===== config.mk =====
export PLATFORM = sky130hd
export DESIGN_NAME = short_circuit_breaker_fsm
export DESIGN_NICKNAME = d
export VERILOG_FILES = /design/src/scb_pkg.sv /design/src/scb_step.sv /design/src/short_circuit_breaker_fsm.sv
export SDC_FILE = /design/constraint.sdc
export NUM_CORES = 1
export LEC_CHECK = 0
export BUFFER_PORTS_ARGS = -buffer_cell sky130_fd_sc_hd__buf_2
export CORE_MARGIN = 8
export CORE_UTILIZATION = 35
export CTS_CLUSTER_SIZE = 28
export DETAILED_ROUTE_END_ITERATION = 10
export SLEW_MARGIN = 20
export SYNTH_ARGS = -nofsm -noshare
export SYNTH_HDL_FRONTEND = slang
export SYNTH_SLANG_ARGS = --single-unit
export TNS_END_PERCENT = 30

===== constraint.sdc =====
create_clock -name clk -period 7.6 [get_ports clk]
set_input_delay 0.38 -clock clk [delete_from_list [all_inputs] [get_ports clk]]
set_output_delay 0.38 -clock clk [all_outputs]
set_load 0.05 [all_outputs]

===== src/scb_pkg.sv =====
// Types and constants shared by the short-circuit breaker modules
package scb_pkg;

    localparam int TRIP_LEVEL_BITS = 10;
    localparam int BACKOFF_BITS    = 14;

    localparam logic [BACKOFF_BITS-1:0] BACKOFF_STEP = 14'd500;
    localparam logic [BACKOFF_BITS-1:0] BACKOFF_CAP  = 14'd16383;
    localparam logic [7:0]              SHORT_CNT_MAX = 8'd255;

    typedef enum logic [1:0] {
        CMD_TICK  = 2'd0,
        CMD_RESET = 2'd1,
        CMD_RUN   = 2'd2,
        CMD_STOP  = 2'd3
    } cmd_t;

    typedef enum logic [2:0] {
        ST_OK    = 3'd0,
        ST_REV   = 3'd1,
        ST_SCOFF = 3'd2,
        ST_COOL  = 3'd3,
        ST_AWAIT = 3'd4
    } prot_state_t;

    localparam logic [1:0] MODE_MANUAL      = 2'd0;
    localparam logic [1:0] MODE_LIMITED     = 2'd1;
    localparam logic [1:0] MODE_PROGRESSIVE = 2'd2;

    localparam logic [2:0] CFG_TRIP_LEVEL      = 3'd0;
    localparam logic [2:0] CFG_SHORT_LIMIT     = 3'd1;
    localparam logic [2:0] CFG_AUTO_REVERSE    = 3'd2;
    localparam logic [2:0] CFG_RESET_MODE      = 3'd3;
    localparam logic [2:0] CFG_RETRY_WAIT      = 3'd4;
    localparam logic [2:0] CFG_RETRY_LIMIT     = 3'd5;
    localparam logic [2:0] CFG_OVL_TRIP        = 3'd6;
    localparam logic [2:0] CFG_OVL_RESTORE     = 3'd7;

    typedef struct packed {
        logic [TRIP_LEVEL_BITS-1:0] trip_level;
        logic [4:0]                 short_count_limit;
        logic                       auto_reverse;
        logic [1:0]                 reset_mode;
        logic [15:0]                retry_wait_ms;
        logic [4:0]                 retry_limit;
        logic [15:0]                overload_trip_pct;
        logic [15:0]                overload_restore_pct;
    } scb_cfg_t;

    typedef struct packed {
        prot_state_t             state;
        logic                    ext_run;
        logic                    line_on;
        logic                    polarity;
        logic [7:0]              short_count;
        logic [31:0]             trip_time;
        logic [BACKOFF_BITS-1:0] backoff_ms;
    } prot_ctx_t;

endpackage


===== src/scb_step.sv =====
// Next-state logic of the protection controller for one transaction
module scb_step
    import scb_pkg::*;
#(
    parameter int SAMPLE_BITS    = 10,
    parameter int MAX_BACKOFF_MS = 10000
)
(
    input  prot_ctx_t              ctx,
    input  scb_cfg_t               cfg,
    input  cmd_t                   cmd,
    input  logic [SAMPLE_BITS-1:0] sample,
    input  logic [31:0]            now_ms,
    input  logic [15:0]            overload_pct,
    output prot_ctx_t              ctx_next
);

    localparam int CMP_BITS = (SAMPLE_BITS > TRIP_LEVEL_BITS) ? SAMPLE_BITS : TRIP_LEVEL_BITS;

    function automatic logic [BACKOFF_BITS-1:0] grow(input logic [BACKOFF_BITS-1:0] b);
        logic [BACKOFF_BITS:0] v;
        v = {1'b0, b} + {1'b0, BACKOFF_STEP};
        grow = (v > {1'b0, BACKOFF_CAP}) ? BACKOFF_CAP : v[BACKOFF_BITS-1:0];
    endfunction

    logic                    is_short;
    logic [31:0]             elapsed;
    logic [7:0]              cnt_inc;
    logic [BACKOFF_BITS-1:0] grown;
    logic [BACKOFF_BITS:0]   retry_span;

    assign is_short   = CMP_BITS'(sample) > CMP_BITS'(cfg.trip_level);
    assign elapsed    = now_ms - ctx.trip_time;
    assign cnt_inc    = (ctx.short_count < SHORT_CNT_MAX) ? ctx.short_count + 8'd1
                                                          : ctx.short_count;
    assign grown      = grow(ctx.backoff_ms);
    assign retry_span = (BACKOFF_BITS+1)'(cfg.retry_limit) * (BACKOFF_BITS+1)'(BACKOFF_STEP);

    always_comb
    begin
        ctx_next = ctx;
        case (cmd)
            CMD_TICK:
            begin
                case (ctx.state)
                    ST_OK, ST_REV:
                    begin
                        if (is_short && ctx.state == ST_OK && cfg.auto_reverse)
                        begin
                            ctx_next.polarity = ~ctx.polarity;
                            ctx_next.state    = ST_REV;
                        end
                        else if (is_short)
                        begin
                            ctx_next.short_count = cnt_inc;
                            if (cnt_inc > {3'b000, cfg.short_count_limit})
                            begin
                                ctx_next.line_on     = 1'b0;
                                ctx_next.trip_time   = now_ms;
                                ctx_next.short_count = 8'd0;
                                ctx_next.state       = ST_SCOFF;
                            end
                        end
                        else if (ctx.state == ST_OK)
                        begin
                            ctx_next.backoff_ms = BACKOFF_STEP;
                        end
                        else
                        begin
                            ctx_next.state = ST_OK;
                        end
                    end
                    ST_SCOFF:
                    begin
                        case (cfg.reset_mode)
                            MODE_MANUAL:
                            begin
                                ctx_next.state = ST_AWAIT;
                            end
                            MODE_LIMITED:
                            begin
                                if (elapsed > {16'd0, cfg.retry_wait_ms})
                                begin
                                    ctx_next.backoff_ms = grown;
                                    if ({1'b0, grown} < retry_span)
                                    begin
                                        ctx_next.state   = ST_OK;
                                        ctx_next.line_on = 1'b1;
                                    end
                                    else
                                    begin
                                        ctx_next.state = ST_AWAIT;
                                    end
                                end
                            end
                            MODE_PROGRESSIVE:
                            begin
                                if (elapsed > 32'(ctx.backoff_ms))
                                begin
                                    if (ctx.backoff_ms < BACKOFF_BITS'(MAX_BACKOFF_MS))
                                    begin
                                        ctx_next.backoff_ms = grown;
                                    end
                                    ctx_next.state   = ST_OK;
                                    ctx_next.line_on = 1'b1;
                                end
                            end
                            default:
                            begin
                            end
                        endcase
                    end
                    ST_COOL:
                    begin
                        if (overload_pct < cfg.overload_restore_pct)
                        begin
                            if (cfg.reset_mode != MODE_MANUAL)
                            begin
                                ctx_next.state   = ST_OK;
                                ctx_next.line_on = 1'b1;
                            end
                            else
                            begin
                                ctx_next.state = ST_AWAIT;
                            end
                        end
                    end
                    default:
                    begin
                    end
                endcase
                if (overload_pct > cfg.overload_trip_pct)
                begin
                    ctx_next.line_on     = 1'b0;
                    ctx_next.trip_time   = now_ms;
                    ctx_next.short_count = 8'd0;
                    ctx_next.state       = ST_COOL;
                end
            end
            CMD_RESET:
            begin
                if (ctx.state == ST_AWAIT)
                begin
                    ctx_next.state   = ST_OK;
                    ctx_next.ext_run = 1'b1;
                    ctx_next.line_on = 1'b1;
                end
            end
            CMD_RUN:
            begin
                ctx_next.state   = ST_OK;
                ctx_next.ext_run = 1'b1;
                ctx_next.line_on = 1'b1;
            end
            default:
            begin
                ctx_next.state       = ST_OK;
                ctx_next.ext_run     = 1'b0;
                ctx_next.line_on     = 1'b0;
                ctx_next.trip_time   = now_ms;
                ctx_next.short_count = 8'd0;
            end
        endcase
    end

endmodule


===== src/short_circuit_breaker_fsm.sv =====
// The input register refills as the result moves on, and holds while the output stalls.
// Throughput: one transaction per cycle unless the output stalls.
// The result fields are the protection state register itself, updated when a transaction
// leaves the input register. Reset clears state to ok, line off, forward, stopped,
// backoff 500 ms, and loads the register defaults; both valid flags drop.
module short_circuit_breaker_fsm
    import scb_pkg::*;
#(
    parameter int SAMPLE_BITS    = 10,
    parameter int MAX_BACKOFF_MS = 10000
)
(
    input  logic                   clk,
    input  logic                   rst_n,
    input  logic                   in_valid,
    output logic                   in_ready,
    input  logic [1:0]             cmd,
    input  logic [SAMPLE_BITS-1:0] sample,
    input  logic [31:0]            now_ms,
    input  logic [15:0]            overload_pct,
    output logic                   out_valid,
    input  logic                   out_ready,
    output logic                   line_on,
    output logic                   polarity,
    output logic [2:0]             prot_state,
    output logic                   ext_run,
    input  logic                   cfg_valid,
    output logic                   cfg_ready,
    input  logic [2:0]             cfg_index,
    input  logic [15:0]            cfg_data
);

    scb_cfg_t               cfg_reg;
    prot_ctx_t              ctx_reg;
    prot_ctx_t              ctx_next;
    logic                   in_valid_reg;
    cmd_t                   cmd_reg;
    logic [SAMPLE_BITS-1:0] sample_reg;
    logic [31:0]            now_reg;
    logic [15:0]            olf_reg;
    logic                   out_valid_reg;
    logic                   fire;

    assign fire      = in_valid_reg && (!out_valid_reg || out_ready);
    assign in_ready  = !in_valid_reg || fire;
    assign cfg_ready = 1'b1;

    always_ff @(posedge clk or negedge rst_n)
    begin
        if (!rst_n)
        begin
            cfg_reg.trip_level           <= 10'd1023;
            cfg_reg.short_count_limit    <= 5'd3;
            cfg_reg.auto_reverse         <= 1'b0;
            cfg_reg.reset_mode           <= MODE_PROGRESSIVE;
            cfg_reg.retry_wait_ms        <= 16'd500;
            cfg_reg.retry_limit          <= 5'd3;
            cfg_reg.overload_trip_pct    <= 16'd100;
            cfg_reg.overload_restore_pct <= 16'd80;
        end
        else if (cfg_valid)
        begin
            case (cfg_index)
                CFG_TRIP_LEVEL:   cfg_reg.trip_level           <= cfg_data[TRIP_LEVEL_BITS-1:0];
                CFG_SHORT_LIMIT:  cfg_reg.short_count_limit    <= cfg_data[4:0];
                CFG_AUTO_REVERSE: cfg_reg.auto_reverse         <= cfg_data[0];
                CFG_RESET_MODE:   cfg_reg.reset_mode           <= cfg_data[1:0];
                CFG_RETRY_WAIT:   cfg_reg.retry_wait_ms        <= cfg_data;
                CFG_RETRY_LIMIT:  cfg_reg.retry_limit          <= cfg_data[4:0];
                CFG_OVL_TRIP:     cfg_reg.overload_trip_pct    <= cfg_data;
                CFG_OVL_RESTORE:  cfg_reg.overload_restore_pct <= cfg_data;
                default:          cfg_reg <= cfg_reg;
            endcase
        end
    end

    always_ff @(posedge clk or negedge rst_n)
    begin
        if (!rst_n)
        begin
            in_valid_reg <= 1'b0;
        end
        else if (in_ready)
        begin
            in_valid_reg <= in_valid;
        end
    end

    // hold the payload while the stage waits
    always_ff @(posedge clk)
    begin
        if (in_valid && in_ready)
        begin
            cmd_reg    <= cmd_t'(cmd);
            sample_reg <= sample;
            now_reg    <= now_ms;
            olf_reg    <= overload_pct;
        end
    end

    scb_step #(
        .SAMPLE_BITS    (SAMPLE_BITS),
        .MAX_BACKOFF_MS (MAX_BACKOFF_MS)
    ) u_step (
        .ctx          (ctx_reg),
        .cfg          (cfg_reg),
        .cmd          (cmd_reg),
        .sample       (sample_reg),
        .now_ms       (now_reg),
        .overload_pct (olf_reg),
        .ctx_next     (ctx_next)
    );

    always_ff @(posedge clk or negedge rst_n)
    begin
        if (!rst_n)
        begin
            ctx_reg.state       <= ST_OK;
            ctx_reg.ext_run     <= 1'b0;
            ctx_reg.line_on     <= 1'b0;
            ctx_reg.polarity    <= 1'b0;
            ctx_reg.short_count <= 8'd0;
            ctx_reg.trip_time   <= 32'd0;
            ctx_reg.backoff_ms  <= BACKOFF_STEP;
            out_valid_reg       <= 1'b0;
        end
        else
        begin
            if (fire)
            begin
                ctx_reg <= ctx_next;
            end
            if (fire)
            begin
                out_valid_reg <= 1'b1;
            end
            else if (out_ready)
            begin
                out_valid_reg <= 1'b0;
            end
        end
    end

    assign out_valid  = out_valid_reg;
    assign line_on    = ctx_reg.line_on;
    assign polarity   = ctx_reg.polarity;
    assign prot_state = ctx_reg.state;
    assign ext_run    = ctx_reg.ext_run;

endmodule


# Word-level counts from Yosys, hierarchy flattened
# Index checks and enable logic that the tools add are counted.
# Widths: inputs -> output; s select.
[classes] magnitude_cmp=10 add_sub_neg=3 mux=44 n_mul=1 bitwise=3 n_eq_ne=40 reduce_logical=32
[op_table] cell="$mux 40" count=4
[op_table] cell="$mux 14" count=6
[op_table] cell="$pmux 40 s2" count=1
[op_table] cell="$pmux 14 s2" count=2
[op_table] cell="$mux 54" count=1
[op_table] cell="$gt 32x14->1" count=1
[op_table] cell="$gt 32x16->1" count=1
[op_table] cell="$sub 32x32->32" count=1
[op_table] cell="$mux 3" count=10
[op_table] cell="$pmux 3 s3" count=2
[op_table] cell="$gt 16x16->1" count=1
[op_table] cell="$lt 16x16->1" count=1
[op_table] cell="$ne 4x2->1 const B" count=4
[op_table] cell="$reduce_and 2->1" count=8
[op_table] cell="$add 14x9->15 const B" count=1
[op_table] cell="$eq 3x3->1 const B" count=5
[op_table] cell="$gt 15x14->1 const B" count=1
[op_table] cell="$ne 5x3->1 const B" count=3
[op_table] cell="$lt 14x14->1" count=1
[op_table] cell="$lt 14x14->1 const B" count=1
[op_table] cell="$eq 3x2->1 const B" count=4
[op_table] cell="$mul 5x7->12 const B" count=1
[op_table] cell="$ne 3x2->1 const B" count=4
[op_table] cell="$ne 6x5->1 const B" count=2
[op_table] cell="other kinds (35)" count=67
[word_totals] reg_bits=193 input_bits=84 out_inout_bits=9 wordCells=154

# Logic depth before layout (Yosys ltp)
# Gate-level depths: netlist of the first run.
[logic_depth] depth_word=10 ltp_mapped=24

# Hierarchy
# A second synthesis of the first run with hierarchy kept.
[unflattened] cells_unflattened=1388 area_unflattened_um2=14015.9
[modules_own_cells] module="scb_step" cells_per_inst=1032 n_inst=1 seq_area_each_um2=0.0 area_per_inst_um2=7123.1
[modules_own_cells] module="short_circuit_breaker_fsm" cells_per_inst=356 n_inst=1 seq_area_each_um2=5170.0 area_per_inst_um2=6892.9

# Least setup slack after synthesis of the first run
# Ideal clock, no wire load.
[synth_timing] path_kind="register to register" startpoint="register cfg_reg[34] (netlist bit)" endpoint="register ctx_reg, in the netlist prot_state[2]" setup_ns=0.122 setup_slack_ns=2.933 t_required_ns=7.478 stages_incl_launch_ff=24 arrival_time_ns=4.546 period_less_slack_ns=4.667 cell_sequence="dfrtp_1 fa_1 fa_1 inv_1 fa_1 inv_1 ha_1 inv_1 nor2_1 nor2_1 o21bai_1 a21oi_1 o21bai_1 a21oi_1 xnor2_1 ha_1 nand4_1 nor2_1 a21oi_1 o211ai_1 a41oi_1 mux2_2 o21ai_0 a32o_1"
[synth_between] elab_chain_len=8
[synth_lines] item="start: declaration" line="short_circuit_breaker_fsm.sv:33" source="scb_cfg_t cfg_reg;"
[synth_lines] item="start signal: assignment" line="short_circuit_breaker_fsm.sv:72" source="default: cfg_reg <= cfg_reg;"
[synth_lines] item="$mul 5x7->12" line="scb_step.sv:37" source="assign retry_span = (BACKOFF_BITS+1)'(cfg.retry_limit) * (BACKOFF_BITS+1)'(BACKOFF_STEP);"
[synth_lines] item="$lt 14x14->1" line="scb_step.sv:85" source="if ({1'b0, grown} < retry_span)"
[synth_lines] item="$mux 3" line="scb_step.sv:85"
[synth_lines] item="$mux 3" line="scb_step.sv:82" source="if (elapsed > {16'd0, cfg.retry_wait_ms})"
[synth_lines] item="$pmux 3 s3" line="scb_step.sv:75" source="case (cfg.reset_mode)"
[synth_lines] item="$pmux 3 s3" line="scb_step.sv:45" source="case (ctx.state)"
[synth_lines] item="$mux 3" line="scb_step.sv:132" source="if (overload_pct > cfg.overload_trip_pct)"
[synth_lines] item="$pmux 3 s2" line="scb_step.sv:42" source="case (cmd)"
[synth_lines] item="end signal: assignment" line="short_circuit_breaker_fsm.sv:131" source="ctx_reg <= ctx_next;"
[synth_lines] item="end: declaration" line="short_circuit_breaker_fsm.sv:34" source="prot_ctx_t ctx_reg;"
# No other way between the ends. The select of a mux whose other input is x is not followed.
# A chain may end at the register's enable or synchronous reset.

# Final worst setup path of the first run
[layout_timing] startpoint="register now_reg[0]" endpoint="register ctx_reg[6] (netlist bit)"
[layout_between] elab_chain_len=4 elab_cells_between_ends=6 cone_classes="1 x add/sub; 2 x order compare; 2 x eq/ne; 1 x reduce/logical"
[layout_lines] item="start: declaration" line="short_circuit_breaker_fsm.sv:39" source="logic [31:0] now_reg;"
[layout_lines] item="start signal: assignment" line="short_circuit_breaker_fsm.sv:96" source="now_reg <= now_ms;"
[layout_lines] item="$sub 32x32->32 (*)" line="scb_step.sv:33" source="assign elapsed = now_ms - ctx.trip_time;"
[layout_lines] item="$gt 32x14->1 or $gt 32x16->1 (tied branches)" line="scb_step.sv:98, scb_step.sv:82"
[layout_lines] item="$ne 3x2->1 (no line)"
[layout_lines] item="$reduce_and 10->1 (no line) (*)"
# Every way passes the cells marked *; elsewhere a longest branch is shown, timed or not.

==> results.cfg, run 1 <==
[global_routing]
grt_pass1_wl_mm = 45.9
first_global_vias = 8859
grt_util_all_layers = 0.137
overflow = 0
grt_max_degree = 75
antenna_found_initial = 0

[setup_path]
crit_fanout = 20
critPathKind = reg -> reg
cp-start-kind = flip-flop
r2r.worst_path.cells = 20
cp-end-kind = flip-flop
worst_r2r_startpoint = now_reg[0]
critPathArrivalTime_ps = 5570
cp-startpoint = now_reg[0]
critPathRequiredTime_ps = 7940

[clock_tree]
clk_latency_ps = 450
clock_sinks = 192
clk_path_buf_depth = 2
cts_tree = done
cts_inserted_buffers = 17
clk_pin_slew_ps = 80
h-tree-depth = 4
root_buffer = clkbuf_16

[synth]
synth_edf_count = 60
synth.top_cell.area_share = 0.203
postSynthCellCount = 1194
ys_types = 73
synth.cell_area_um2 = 12300
ys_ff_latch = 192
ys.flop_type = dfrtp_1
syn_avg_cell_area_um2 = 10.3
async_flop_share = 0.688
synth-seq-area-share = 0.418
yosys.area.top_type = dfrtp_1
yosysWarnings = 0
synth_fp_nets = 1437
synth.area.top_cells = dfrtp_1 20%, ha_1 15%, edfxtp_1 15%

[sta]
hold_viol = 0
worst_slack_ps = 2380
worst_pin_slew_ps = 1060
setup_violations = 0
fmax_mhz = 191
fin_crit_sh = 0.687
slew_headroom = 0.292
finalMaxSlewViolations = 0
fin_skew_ps = 11.3
grt_setup_unrepaired = false
tns_ps = 0
layout_min_cycle_time_ps = 5220

[drt]
top_layer = met4
wl_met2_mm = 13.4
avgRoutedWirePerCell_um = 16.0
drtIter0Drc = 518
routed_via_density = 5.06
num_vias = 8837
m1WireLength_mm = 13.1
drtPass1Iterations = 6
wirelength_mm = 27.9
wl_met3_um = 864
drc = 0
ant_nets = 0

[place]
dp_hpwl_mm = 21.3
pre_cts_slack_ps = 2440
place_congestion = 0.854
portBuffers = 91

[power]
p_leak_nw = 6.35
power_density_nw_per_um2 = 363
ir_drop_mv = 0.181

[floorplan]
start_util = 0.356
die_width_um = 204
rows = 68
fp.dieH_um = 204
dieArea_um2 = 41500
pin_count = 93
core_region_area_um2 = 34600

[finish]
antennaDiodeCount = 0
fin_nets = 1520
area_growth_pct = 12.4
final_util = 0.400
largest_register_ff_count = 71
drive_above_1_share = 0.194

[min_path]
min_path_cells = 1
holdCritStartpoint = overload_pct[1]
hold_path_class = in -> reg

[job]
maxCapViolCount = 0

[run_status]
status = complete, no violations
[cells in the mapped netlist (3+ instances only)]
master / n
a21oi_1: 67
o22a_1: 3
o21a_1: 9
edfxtp_1: 60
a211o_1: 3
a31o_2: 4
nor2_1: 41
nand4_1: 25
nand2_1: 91
and3_1: 8
clkbuf_1: 27
a21o_1: 34
buf_4: 4
nand3_1: 24
mux2_2: 76
xor2_1: 16
a211oi_1: 10
nand2b_1: 16
inv_1: 146
xnor2_1: 25
fa_1: 11
ha_1: 148
and2_1: 8
nand3b_1: 3
dfrtp_1: 100
o211ai_1: 8
a31oi_1: 12
nand4b_1: 3
nor3_1: 17
nor3b_1: 7
dfstp_2: 32
nor2b_1: 11
a21oi_2: 4
o21bai_1: 10
mux2i_1: 8
o21ai_0: 71
[final cells by class]
class	count	area, µm²
Timing Repair Buffer	97	509
Sequential cell	192	5140
Tap cell	455	569
Inverter	146	548
Fill cell	3347	20800
Clock buffer	18	429
Clock inverter	14	158
Multi-Input combinational cell	823	6490
[cells in the final DEF, fill, tap and decap left out, types with 5 or more instances in the layout]
master and instances:
o21a_1 9, nor2_1 41, a21oi_1 67, buf_2 90
xnor2_1 25, o211ai_1 8, inv_1 146, a31oi_1 12
o21bai_1 10, and2_1 7, nor2b_1 11, xor2_1 16
nand2b_1 16, and3_1 8, edfxtp_1 60, o21ai_0 71
dfrtp_1 100, mux2i_1 8, nand4_1 25, mux2_2 76
buf_4 5, ha_1 148, nand3_1 24, nor3_1 15
nand2_1 91, fa_1 11, dfstp_2 32, a211oi_1 10
nor3b_1 7, a21o_1 34, clkbuf_16 17
[what timing repair did]
action | 4_1_cts | 5_1_grt
setup buffers | 0 | 0
hold buffers | 1 | 0
endpoints found under the hold margin | 11 | 0
resized for setup | 0 | 0
[per-layer routing]
metal,vias to the layer above,track usage
met5,-,0
met4,0,0.0477
met3,30,0.0227
met2,131,0.227
met1,4262,0.179
li1,4414,-
[power breakdown]
group | internal, mW | switching, mW | total, mW
combinational | 1.14 | 1.50 | 2.64
sequential | 1.31 | 0.156 | 1.47
clock | 0.492 | 0.422 | 0.914
[path summary, 6_finish.rpt]
kind                               end  slack (ps)
min in group asynchronous  ctx_reg[43]         530
min reg2reg                   polarity         470
max reg2reg                 ctx_reg[6]        2380
max                         ctx_reg[6]        2380
max in group asynchronous  cfg_reg[31]        5820
min                         olf_reg[1]         100
[kinds of logic after synthesis]
kind of cell,share of synthesized area
other cells,0.000304
compound gates,0.143
simple gates,0.109
fa+ha+maj,0.168
xor+xnor,0.0291
mux,0.0760
buf+inv,0.0570
flops,0.418
[per-stage QoR]
stage	area (µm²)	total power [mW]	hold slack (ps)	instances
2_1_floorplan	12300	3.49	84.4	1194
3_3_place_gp	13200	4.06	453	1712
3_5_place_dp	13200	4.12	463	1712
4_1_cts	13800	5.06	80.8	1745
5_1_grt	13800	5.51	83.5	1745
6_report	13800	5.02	98.5	1745
[worst max-delay path, cell delays in order (launching register included)]
cell	delay, ps
edfxtp_1	350
inv_1	90
ha_1	150
inv_1	50
fa_1	400
a21o_1	210
a311oi_2	350
nor4_1	110
or4_4	530
xor2_1	200
ha_1	320
nand4_1	110
nor2_1	170
o221ai_1	140
o22a_1	210
a22oi_1	190
o41a_1	250
a2111oi_4	80
a21boi_2	730
and2_1	360
a31oi_1	110
(Power assumes the default switching activity.)
==> run 2: changes to the inputs <==
- ABC_AREA: not set -> 1
- clock period: 7.6 -> 5.5 ns (I/O delays scaled with it)
==> results.cfg, run 2 <==
[sta]
worst_pin_slew_ps = 969
hold_viol = 0
finalMaxSlewViolations = 0
slew_headroom = 0.354
setup_violations = 0
tns_ps = 0
grt_setup_unrepaired = false
fin_crit_sh = 0.902
fin_skew_ps = 17.4
whs_ps = 31.6
layout_min_cycle_time_ps = 4960
fmax_mhz = 202
worst_slack_ps = 539

[power]
p_leak_nw = 8.06
power_density_nw_per_um2 = 477
ir_drop_mv = 0.304

[job]
maxCapViolCount = 0

[drt]
drc = 0
wirelength_mm = 32.9
drtIter0Drc = 658
drtPass1Iterations = 5
routed_via_density = 4.64
num_vias = 11400
avgRoutedWirePerCell_um = 13.4
ant_nets = 0

[finish]
antennaDiodeCount = 0
area_growth_pct = 16.2
multi_input_area_um2 = 7040
final_common_cell = nand2_1
seqCellArea_um2 = 5140
final_cell_mix = 464 x nand2_1, 312 x inv_1, 148 x ha_1
n_fill_cell = 3974
final_util = 0.409
fin_nets = 2163
drive_above_1_share = 0.117
largest_register_ff_count = 71
finalInstanceArea_um2 = 15700

[clock_tree]
clock_sinks = 192
clk_path_buf_depth = 2
root_buffer = clkbuf_16
cts_resized = 0
clk_latency_ps = 460
h-tree-depth = 4
clk_pin_slew_ps = 70
cts_inserted_buffers = 17
cts_tree = done
cts_setup_buffers = 0

[global_routing]
antenna_found_initial = 0
overflow = 0
grt_max_degree = 75
first_global_vias = 11200
grt_pass1_wl_mm = 54.9
grt_util_all_layers = 0.151

[min_path]
min_path_cells = 1
holdCritStartpoint = now_ms[0]
hold_path_class = in -> reg

[place]
portBuffers = 91
pre_cts_slack_ps = 521
place_area_um2 = 14600
place_congestion = 0.916
dp_hpwl_mm = 26.4

[setup_path]
cp-start-kind = flip-flop
cp-startpoint = cfg_reg[35]
cp-end-kind = flip-flop
r2r.worst_path.cells = 22
worst_r2r_startpoint = cfg_reg[35]
critPathRequiredTime_ps = 5850
critPathKind = reg -> reg
critPathArrivalTime_ps = 5310
crit_fanout = 7

[synth]
synth-seq-area-share = 0.380
async_flop_share = 0.688
synth.top_cell.area_share = 0.185
yosysWarnings = 0
yosys.area.top_type = dfrtp_1
synth_fp_nets = 2015
syn_avg_cell_area_um2 = 7.65
synth.most_common_cell = nand2_1
ys_types = 51
ys.flop_type = dfrtp_1
postSynthCellCount = 1772
ys_ff_latch = 192
synth_edf_count = 60
synth.area.top_cells = dfrtp_1 18%, ha_1 14%, edfxtp_1 13%
synth_common_cells = 465 x nand2_1, 313 x inv_1, 148 x ha_1
synth.cell_area_um2 = 13600

[floorplan]
rows = 72
pin_count = 93
core_region_area_um2 = 38500
fp.dieH_um = 213
die_width_um = 213
start_util = 0.352
dieArea_um2 = 45300

[run_status]
status = complete, no violations
run 2: cell types whose count changed after synthesis, moves of 12 or more:
cell / delta
inv_1: +167
nand3_1: +53
clkbuf_1: -12
xnor2_1: -21
nand2_2: +17
mux2_2: -75
inv_2: +12
nor2_1: +100
nand2b_1: -16
a21oi_1: +38
nand2_1: +374
o21ai_2: +12
o21ai_0: +28
a21o_1: -33
run 2: metal layers:
metal | GRT usage | vias up | wire length, µm | share of wire
li1 | - | 5966 | - | -
met1 | 0.199 | 5179 | 15700 | 0.48
met2 | 0.255 | 206 | 15600 | 0.47
met3 | 0.0189 | 29 | 1000 | 0.030
met4 | 0.0483 | 0 | 582 | 0.018
met5 | 0 | - | 0 | 0
run 2: worst paths after layout:
path                                  to  slack (ps)
max                        prot_state[2]         540
min                           now_reg[0]          30
max reg2reg                prot_state[2]         540
min reg2reg                     polarity         470
max in group asynchronous    ctx_reg[40]        3770
min in group asynchronous    cfg_reg[11]         340
run 2: timing repair:
item | in CTS | in global routing
endpoints found under the hold margin | 103 | 0
endpoints found under the setup margin | 0 | 0
hold buffers | 60 | 0
run 2: cells by family (layout without fill, tap and decap cells):
group	Yosys count	count (layout)	share of synthesized area
mux	1	1	0.000831
xor+xnor	27	27	0.0174
other cells	1	1	0.000277
fa+ha+maj	159	159	0.153
simple gates	789	789	0.247
compound gates	248	248	0.101
flops	192	192	0.380
buf+inv	355	516	0.101
run 2: worst max-delay path, stage by stage (launching register included):
cell	delay, ps
dfrtp_1	490
fa_1	590
fa_1	540
inv_1	50
fa_1	490
inv_1	50
ha_1	350
a21oi_1	160
nand2_1	100
a21oi_1	140
o21ai_0	140
a21o_1	190
a21oi_1	140
xor2_1	180
ha_1	270
nand4_1	130
a21oi_1	50
a2111oi_0	290
nand2_1	200
nor2_1	120
o21ai_0	80
nand2_1	60
nand2_1	40
run 2: where the power goes:
group          internal, mW  total (mW)  switching [mW]
clock                 0.605        1.22           0.616
sequential             1.83        2.01           0.181
combinational          1.55        4.28            2.74
run 2: cell type report:
class                   instances  area share
inverters                     327      0.0780
repair buffers                157      0.0703
clock inverters                14     0.00898
multi-input cells            1225       0.447
well taps                     518      0.0412
clock buffers                  18      0.0273
flip-flops and latches        192       0.327
run 2: per-stage QoR:
stage,std cells,power (mW)
2_1_floorplan,1772,5.22
3_3_place_gp,2359,6.18
3_5_place_dp,2359,6.30
4_1_cts,2451,7.59
5_1_grt,2451,8.34
6_report,2451,7.52
